`config.mk`:
```
export PLATFORM = sky130hd
export DESIGN_NAME = atsm_front
export DESIGN_NICKNAME = d
export VERILOG_FILES = /design/src/rtl/atsm_pkg.sv /design/src/rtl/atsm_fifo.sv /design/src/rtl/atsm_front.sv
export SDC_FILE = /design/constraint.sdc
export NUM_CORES = 1
export LEC_CHECK = 0
export BUFFER_PORTS_ARGS = -buffer_cell sky130_fd_sc_hd__buf_2
export CAP_MARGIN = 10
export CORE_MARGIN = 2
export CORE_UTILIZATION = 48
export CTS_CLUSTER_DIAMETER = 80
export CTS_CLUSTER_SIZE = 28
export DETAILED_ROUTE_END_ITERATION = 10
export HOLD_SLACK_MARGIN = 0.06
export PLACE_DENSITY = 0.88
export SLEW_MARGIN = 20
export SYNTH_ARGS = -nofsm -noshare
export SYNTH_HDL_FRONTEND = slang
export SYNTH_SLANG_ARGS = --single-unit
export TNS_END_PERCENT = 50
```
`constraint.sdc`:
```
create_clock -name clk_i -period 7.19 [get_ports clk_i]
set_input_delay 1.0785 -clock clk_i [delete_from_list [all_inputs] [get_ports clk_i]]
set_output_delay 1.0785 -clock clk_i [all_outputs]
set_load 0.05 [all_outputs]
```
`src/rtl/atsm_pkg.sv`:
```
// ----------------------------------------------------------------------------
// atsm_pkg
// shared types, constants and index math for the affine texture span mapper
// ----------------------------------------------------------------------------
package atsm_pkg;

  localparam int unsigned TEX_ADDR_W  = 16;
  localparam int unsigned TEX_DEPTH   = 65536;
  localparam int unsigned TEXEL_W     = 16;
  localparam int unsigned COORD_W     = 32;
  localparam int unsigned ACC_W       = 64;
  localparam int unsigned LEN_W       = 7;
  localparam int unsigned LOG2_W      = 4;
  localparam int unsigned OFFSET_W    = 6;
  localparam int unsigned CFG_INDEX_W = 8;
  localparam int unsigned CFG_DATA_W  = 32;
  localparam int unsigned CMD_DEPTH   = 2;
  localparam int unsigned OUT_DEPTH   = 4;
  localparam int unsigned OUT_CNT_W   = $clog2(OUT_DEPTH + 1);

  localparam logic [CFG_INDEX_W-1:0] REG_TEX_LOG2    = 8'd0;
  localparam logic [CFG_INDEX_W-1:0] REG_TRANSPARENT = 8'd1;

  localparam logic [LOG2_W-1:0] MIN_TEX_LOG2   = 4'd3;
  localparam logic [LOG2_W-1:0] RESET_TEX_LOG2 = 4'd3;

  typedef enum logic {
    ACT_LOAD = 1'b0,
    ACT_SPAN = 1'b1
  } action_e;

  typedef enum logic {
    BK_IDLE,
    BK_SPAN
  } bk_state_e;

  // one queued command, load or span
  typedef struct packed {
    action_e                    action;
    logic [TEX_ADDR_W-1:0]      addr;
    logic signed [TEXEL_W-1:0]  data;
    logic [ACC_W-1:0]           acc;
    logic [ACC_W-1:0]           step;
    logic [LEN_W-1:0]           len;
    logic [LOG2_W-1:0]          log2_size;
    logic                       transparent;
  } cmd_t;

  // one result item
  typedef struct packed {
    logic [OFFSET_W-1:0]        offset;
    logic [TEX_ADDR_W-1:0]      index;
    logic signed [TEXEL_W-1:0]  texel;
    logic                       we;
    logic                       last;
  } pix_t;

  typedef struct packed {
    logic                       span_active;
    logic                       rd_pend;
    logic [OUT_CNT_W-1:0]       out_level;
  } bk_status_t;

  // high word of the packed accumulator: u above, integer bits of v below
  function automatic logic [COORD_W-1:0] pack_high(input logic [COORD_W-1:0] u,
                                                   input logic [COORD_W-1:0] v,
                                                   input logic [LOG2_W-1:0]  s);
    logic [COORD_W-1:0] low_mask;
    logic [4:0]         u_sh;
    low_mask = (32'd1 << s) - 32'd1;
    u_sh     = 5'd16 - {1'b0, s};
    return (u << u_sh) | ((v >> 16) & low_mask);
  endfunction

  // mask and rotate the high word into a linear texel index
  function automatic logic [TEX_ADDR_W-1:0] tex_index(input logic [COORD_W-1:0] hi,
                                                      input logic [LOG2_W-1:0]  s);
    logic [COORD_W-1:0] low_mask;
    logic [COORD_W-1:0] mask;
    logic [COORD_W-1:0] x;
    logic [COORD_W-1:0] rot;
    logic [5:0]         back_sh;
    back_sh  = 6'd32 - {2'b00, s};
    low_mask = (32'd1 << s) - 32'd1;
    mask     = (32'hFFFF_FFFF << back_sh) | low_mask;
    x        = hi & mask;
    rot      = (x << s) | (x >> back_sh);
    return rot[TEX_ADDR_W-1:0];
  endfunction

endpackage

```
`src/rtl/atsm_fifo.sv`:
```
// ----------------------------------------------------------------------------
// atsm_fifo
// small register queue with fill level
// ----------------------------------------------------------------------------
module atsm_fifo #(
  parameter int unsigned WIDTH = 8,
  parameter int unsigned DEPTH = 2
) (
  input  logic                         clk_i,
  input  logic                         rst_ni,
  input  logic                         push_i,
  input  logic [WIDTH-1:0]             wdata_i,
  output logic                         full_o,
  input  logic                         pop_i,
  output logic [WIDTH-1:0]             rdata_o,
  output logic                         empty_o,
  output logic [$clog2(DEPTH+1)-1:0]   level_o
);

  localparam int unsigned PTR_W = (DEPTH > 1) ? $clog2(DEPTH) : 1;
  localparam int unsigned CNT_W = $clog2(DEPTH + 1);

  logic [WIDTH-1:0] mem_q [DEPTH];
  logic [PTR_W-1:0] wr_ptr_q, wr_ptr_d;
  logic [PTR_W-1:0] rd_ptr_q, rd_ptr_d;
  logic [CNT_W-1:0] count_q, count_d;
  logic             do_push, do_pop;

  assign full_o  = (count_q == CNT_W'(DEPTH));
  assign empty_o = (count_q == '0);
  assign level_o = count_q;
  assign rdata_o = mem_q[rd_ptr_q];
  assign do_push = push_i && !full_o;
  assign do_pop  = pop_i && !empty_o;

  always_comb begin
    wr_ptr_d = wr_ptr_q;
    rd_ptr_d = rd_ptr_q;
    count_d  = count_q;
    if (do_push) begin
      wr_ptr_d = (wr_ptr_q == PTR_W'(DEPTH - 1)) ? '0 : wr_ptr_q + 1'b1;
    end
    if (do_pop) begin
      rd_ptr_d = (rd_ptr_q == PTR_W'(DEPTH - 1)) ? '0 : rd_ptr_q + 1'b1;
    end
    if (do_push && !do_pop) begin
      count_d = count_q + 1'b1;
    end else if (do_pop && !do_push) begin
      count_d = count_q - 1'b1;
    end
  end

  always_ff @(posedge clk_i or negedge rst_ni) begin
    if (!rst_ni) begin
      wr_ptr_q <= '0;
      rd_ptr_q <= '0;
      count_q  <= '0;
    end else begin
      wr_ptr_q <= wr_ptr_d;
      rd_ptr_q <= rd_ptr_d;
      count_q  <= count_d;
    end
  end

  always_ff @(posedge clk_i) begin
    if (do_push) begin
      mem_q[wr_ptr_q] <= wdata_i;
    end
  end

endmodule

```
`src/rtl/atsm_front.sv`:
```
// ----------------------------------------------------------------------------
// atsm_front
// accepts items, classifies load or span, packs coordinates into commands
// ----------------------------------------------------------------------------
module atsm_front #(
  parameter int unsigned MAX_SPAN     = 64,
  parameter int unsigned MAX_TEX_LOG2 = 8
) (
  input  logic                                   clk_i,
  input  logic                                   rst_ni,
  input  logic                                   push_i,
  output logic                                   full_o,
  input  logic                                   action_i,
  input  logic [atsm_pkg::TEX_ADDR_W-1:0]        texel_address_i,
  input  logic signed [atsm_pkg::TEXEL_W-1:0]    texel_data_i,
  input  logic signed [atsm_pkg::COORD_W-1:0]    v_start_i,
  input  logic signed [atsm_pkg::COORD_W-1:0]    u_start_i,
  input  logic signed [atsm_pkg::COORD_W-1:0]    u_step_i,
  input  logic signed [atsm_pkg::COORD_W-1:0]    v_step_i,
  input  logic [atsm_pkg::LEN_W-1:0]             span_length_i,
  input  logic [atsm_pkg::LOG2_W-1:0]            tex_log2_i,
  input  logic                                   transparent_i,
  output atsm_pkg::cmd_t                         cmd_o,
  output logic                                   cmd_empty_o,
  input  logic                                   cmd_pop_i
);

  localparam logic [atsm_pkg::LOG2_W-1:0] MaxLog2 = atsm_pkg::LOG2_W'(MAX_TEX_LOG2);
  localparam logic [atsm_pkg::LEN_W-1:0]  MaxLen  = atsm_pkg::LEN_W'(MAX_SPAN);

  logic [atsm_pkg::LOG2_W-1:0]                    s;
  atsm_pkg::cmd_t                                 cmd_in;
  logic [$clog2(atsm_pkg::CMD_DEPTH+1)-1:0]       cmd_level;

  // clamp texture size into the supported range
  always_comb begin
    if (tex_log2_i < atsm_pkg::MIN_TEX_LOG2) begin
      s = atsm_pkg::MIN_TEX_LOG2;
    end else if (tex_log2_i > MaxLog2) begin
      s = MaxLog2;
    end else begin
      s = tex_log2_i;
    end
  end

  always_comb begin
    cmd_in.action      = atsm_pkg::action_e'(action_i);
    cmd_in.addr        = texel_address_i;
    cmd_in.data        = texel_data_i;
    cmd_in.acc         = {atsm_pkg::pack_high(u_start_i, v_start_i, s),
                          v_start_i[15:0], 16'h0000};
    cmd_in.step        = {atsm_pkg::pack_high(u_step_i, v_step_i, s),
                          v_step_i[15:0], 16'h0000};
    cmd_in.len         = (span_length_i > MaxLen) ? MaxLen : span_length_i;
    cmd_in.log2_size   = s;
    cmd_in.transparent = transparent_i;
  end

  atsm_fifo #(
    .WIDTH ($bits(atsm_pkg::cmd_t)),
    .DEPTH (atsm_pkg::CMD_DEPTH)
  ) u_cmd_fifo (
    .clk_i   (clk_i),
    .rst_ni  (rst_ni),
    .push_i  (push_i),
    .wdata_i (cmd_in),
    .full_o  (full_o),
    .pop_i   (cmd_pop_i),
    .rdata_o (cmd_o),
    .empty_o (cmd_empty_o),
    .level_o (cmd_level)
  );

endmodule

```
==> qor_table.md <==
| Group | Result | Reported |
|:---|:---|:---|
| timing | Worst-case clock skew | 9.836 ps |
| power and ir drop | Switching component of the power | 0.002840 W |
| global routing | Maximum number of pins on one net before global-route repair | 74 |
| setup path | Kind of capture point of the worst setup path | primary output |
| cts | CTS root buffer | sky130_fd_sc_hd__clkbuf_16 |
| yosys | Ys async rst share | 1.399% |
| yosys | Flops & latches, synth | 286 |
| yosys | Post-synthesis share of cell area spent on xor and xnor gates | 0.5342% |
| floorplanning | Overall die area | 28,660 sq um |
| cts | Total CTS buffers | 14 |
| yosys | Fraction of the mapped netlist area in compound gates | 5.065% |
| yosys | Number of flops mapped to enable cells by yosys | 282 |
| power and ir drop | Fraction of power consumed by combinational cells | 46.9% |
| place | Final GP Congestion | 0.8937 |
| power and ir drop | Power density over cell area | 419.7 nW/um^2 |
| worst hold path | Hold crit path type | primary input to asynchronous set/reset pin |
| timing | Total count of hold-check failures in the final report | 0 |
| power and ir drop | Proportion of power drawn by the clock network | 13.9% |
| place | Final HPWL DP | 21,230 microns |
| setup path | Worst reg2reg endpoint | u_cmd_fifo.mem_q[1][52] |
| floorplanning | Initial cell density of the core | 48.80% |
| timing | Final critical-path share of the clock period | 59.83% |
| setup path | Worst Reg2Reg Path Length in Cells | 3 |
| place | Count of buffers inserted at the top-level ports | 303 |
| setup path | Worst setup path class | flip-flop to primary output |
| cells and area | Area growth from synthesis to layout | 15.82% |
| setup path | Startpoint Class | flip-flop |
| setup path | Maximum fanout along the worst path | 73 |
| place | Post-Place Worst Slack | 2429 ps |
| flow run | Number of max-capacitance violations reported | 0 |
| setup path | Internal reg-to-reg setup slack | 4370 ps |
| routing | Drt via density | 5.602 |
| yosys | Multiplexer area fraction after synthesis | 20.68% |
| cts | Clock latency on the worst-skew pair | 490 ps |
| floorplanning | Placement row count | 60 |
| global routing | Number of antenna violations at the first check in global routing | 5 |
| setup path | Required time worst endpoint | 6110 ps |
| cts | Worst-path clk slew | 100 ps |
| timing | Measured slew at the worst slew-check pin | 1051 ps |
| routing | Number of design rule violations left after detail routing | 0 |
| yosys | Yosys cell types | 54 |
| timing | Unrepaired setup endpoints after global routing | false |
| timing | Max transition margin | 29.84% |
| cells and area | Final net count | 1,256 |
| routing | Final wirelength | 29,940 microns |
| routing | DR iter-0 viols | 703 |
| routing | Final ANT Viol Nets | 0 |
| global routing | Total grt overflow | 0 |
| yosys | Combinational family with the most area after synthesis | multiplexers |
| yosys | Primary FF master, synth | sky130_fd_sc_hd__edfxtp_1 |
| power and ir drop | VDD IR max | 0.2478 mV |
| routing | Total via count after detailed routing | 7,972 |
| timing | Sum Neg Setup Slack | 0 ps |
| cts | Post-CTS setup repair buffer count | 0 |
| global routing | Number of global-route vias before repair | 7,980 |
| routing | Router iterations before antenna repair | 5 |
| timing | Clock period minus worst slack | 4302 ps |
| timing | Fmax | 232.5 MHz |
| yosys | Synthesized area per cell | 16.48 sq um |
| cts | Number of sinks handled by clock tree synthesis | 286 |
| yosys | Syn. warnings | 0 |
| global routing | First-pass GRT wire length | 43,770 microns |
| yosys | Number of cells produced by synthesis | 796 |
| cells and area | Post-Layout Inst Area | 15,190 sq um |
| power and ir drop | Switching share of total power | 44.55% |
| cts | CTS-repair resized insts | 0 |
| cts | Deepest level of the CTS H-tree | 1 |
| place | Dpl cell area | 14,760 sq um |
| cts | Max clock buf depth | 3 |
| timing | Max-slew violation count | 0 |
| power and ir drop | Sum of internal, switching and leakage power | 0.006375 W |
| timing | Count of endpoints failing setup in the final report | 0 |
| power and ir drop | Leakage power | 5.758 nW |
| power and ir drop | Internal power | 0.003535 W |
| floorplanning | Core footprint | 26,880 sq um |
| run status | Outcome | completed |
| floorplanning | Die width | 169.3 microns |
| yosys | Share of synthesized cell area in full adder, half adder and majority cells | 0.7631% |
| cts | CTS tree | yes |
| setup path | Beginning of the worst register-to-register path | u_cmd_fifo.level_o[0] |
| cells and area | Share of layout cells above drive strength 1 | 47.35% |
| power and ir drop | Sequential share of power | 39.2% |
| yosys | Synthesized-area fraction occupied by and/or/nand/nor cells | 3.692% |
| cts | Hold Buf Count CTS | 0 |
| setup path | Arr. time, crit path | 3220 ps |
| routing | WL/cell | 21.04 microns |
| cells and area | Fill cell total of the finished layout | 2,137 |
| yosys | Part of the Yosys area used for sequential elements | 65.32% |
| yosys | Area of the mapped netlist | 13,120 sq um |
| floorplanning | Ports placed on the boundary | 352 |
| global routing | Global-route usage over all layers | 19.82% |
| timing | Final worst-path setup slack | 2888 ps |
| floorplanning | Die height | 169.3 microns |
==> sequential cells by signal (all words and copies together) (netlist names) <==
name and flops:
u_cmd_fifo.rd_ptr_q 1, u_cmd_fifo.wr_ptr_q 1, u_cmd_fifo.level_o 2, u_cmd_fifo.mem_q 282
==> metrics by stage <==
step           hold WS [ps]  cells  util (%)
2_1_floorplan         478.8    827         -
3_3_place_gp          508.7   1396     54.92
3_5_place_dp          521.1   1396     54.92
4_1_cts               360.9   1418     56.48
5_1_grt               349.5   1421     56.50
6_report              375.8   1423     56.52
==> routing by layer <==
layer / share of wire [%] / GRT usage [%] / vias to the layer above
met4: 2.6 / 5.723 / 2
met2: 49 / 34.11 / 348
li1: - / - / 3600
met1: 41 / 25.66 / 3971
met5: 0.043 / 0 / -
met3: 7.0 / 3.918 / 51
==> cells by family (layout without fill, tap and decap cells) <==
family,after synthesis,in the layout
flops,286,286
xor+xnor,8,8
other cells,1,37
compound gates,92,92
simple gates,92,92
mux,220,220
buf+inv,89,339
fa+ha+maj,8,8
==> layout make-up <==
type / instances / area (sq um) / share of cell area (%)
clock buffers: 18 / 386.6 / 2.545
well taps: 341 / 426.7 / 2.809
inverters: 7 / 26.28 / 0.1730
multi-input cells: 452 / 4167 / 27.43
clock inverters: 4 / 31.28 / 0.2059
diodes: 5 / 12.51 / 0.08237
flip-flops and latches: 286 / 8572 / 56.43
repair buffers: 310 / 1569 / 10.33
==> power groups by stage <==
stage,logic (W),clock network [W],registers (W)
2_1_floorplan,0.00242,0,0.00247
3_3_place_gp,0.00298,0,0.00251
3_5_place_dp,0.00301,0,0.00254
4_1_cts,0.00302,0.000907,0.00250
5_1_grt,0.00312,0.000956,0.00254
6_report,0.00299,0.000883,0.00250
==> synthesized netlist by cell type (all sizes together) (7+ instances only) <==
cell	number	area, sq um
edfxtp	282	8468
a21oi	10	50.05
clkbuf	21	78.83
nand2b	7	43.79
nor2b	20	125.1
a22o	16	140.1
nor2	15	66.32
ha	8	100.1
a22oi	9	67.56
mux2	145	1637
o21ai	18	90.09
nand2	25	96.35
mux2i	49	490.5
buf	61	407.9
inv	7	26.28
mux4	26	585.6
==> worst max-delay path, stage by stage, from the launching register on <==
cell and delay [ps]:
sky130_fd_sc_hd__dfrtp_4 1060, sky130_fd_sc_hd__buf_4 910, sky130_fd_sc_hd__mux2_2 460, sky130_fd_sc_hd__buf_2 230
==> worst max-delay path by stage <==
| stage | slack, ps | startpoint | endpoint | depth (start not counted) |
|---|---|---|---|---|
| 6_report | 2890 | u_cmd_fifo.rd_ptr_q | cmd_o[75] | 3 |
| 2_1_floorplan | 1910 | push_i | u_cmd_fifo.mem_q[0][0] | 2 |
| 5_1_grt | 2720 | u_cmd_fifo.rd_ptr_q | cmd_o[57] | 3 |
| 4_1_cts | 2850 | u_cmd_fifo.rd_ptr_q | cmd_o[57] | 3 |
| 3_5_place_dp | 2430 | tex_log2_i[2] | u_cmd_fifo.mem_q[0][56] | 9 |
| 3_3_place_gp | 2550 | tex_log2_i[2] | u_cmd_fifo.mem_q[0][56] | 9 |
==> cell usage in the layout (no fill, tap or decap), drive strengths merged, types with 3 or more instances in the layout <==
cell type / instances
buf: 310
edfxtp: 282
mux2: 145
mux2i: 49
conb: 32
mux4: 26
nand2: 25
nor2b: 20
clkbuf: 18
o21ai: 18
a22o: 16
nor2: 15
a21oi: 10
a22oi: 9
inv: 8
ha: 8
nand2b: 7
o2bb2ai: 6
o31ai: 6
and2: 6
diode: 5
o22ai: 5
nor3: 5
a32o: 5
a31oi: 4
nor3b: 4
xnor2: 4
xor2: 4
dfrtp: 4
nand3: 3
or2: 3
No activity file was read; power rests on OpenSTA's default activity.
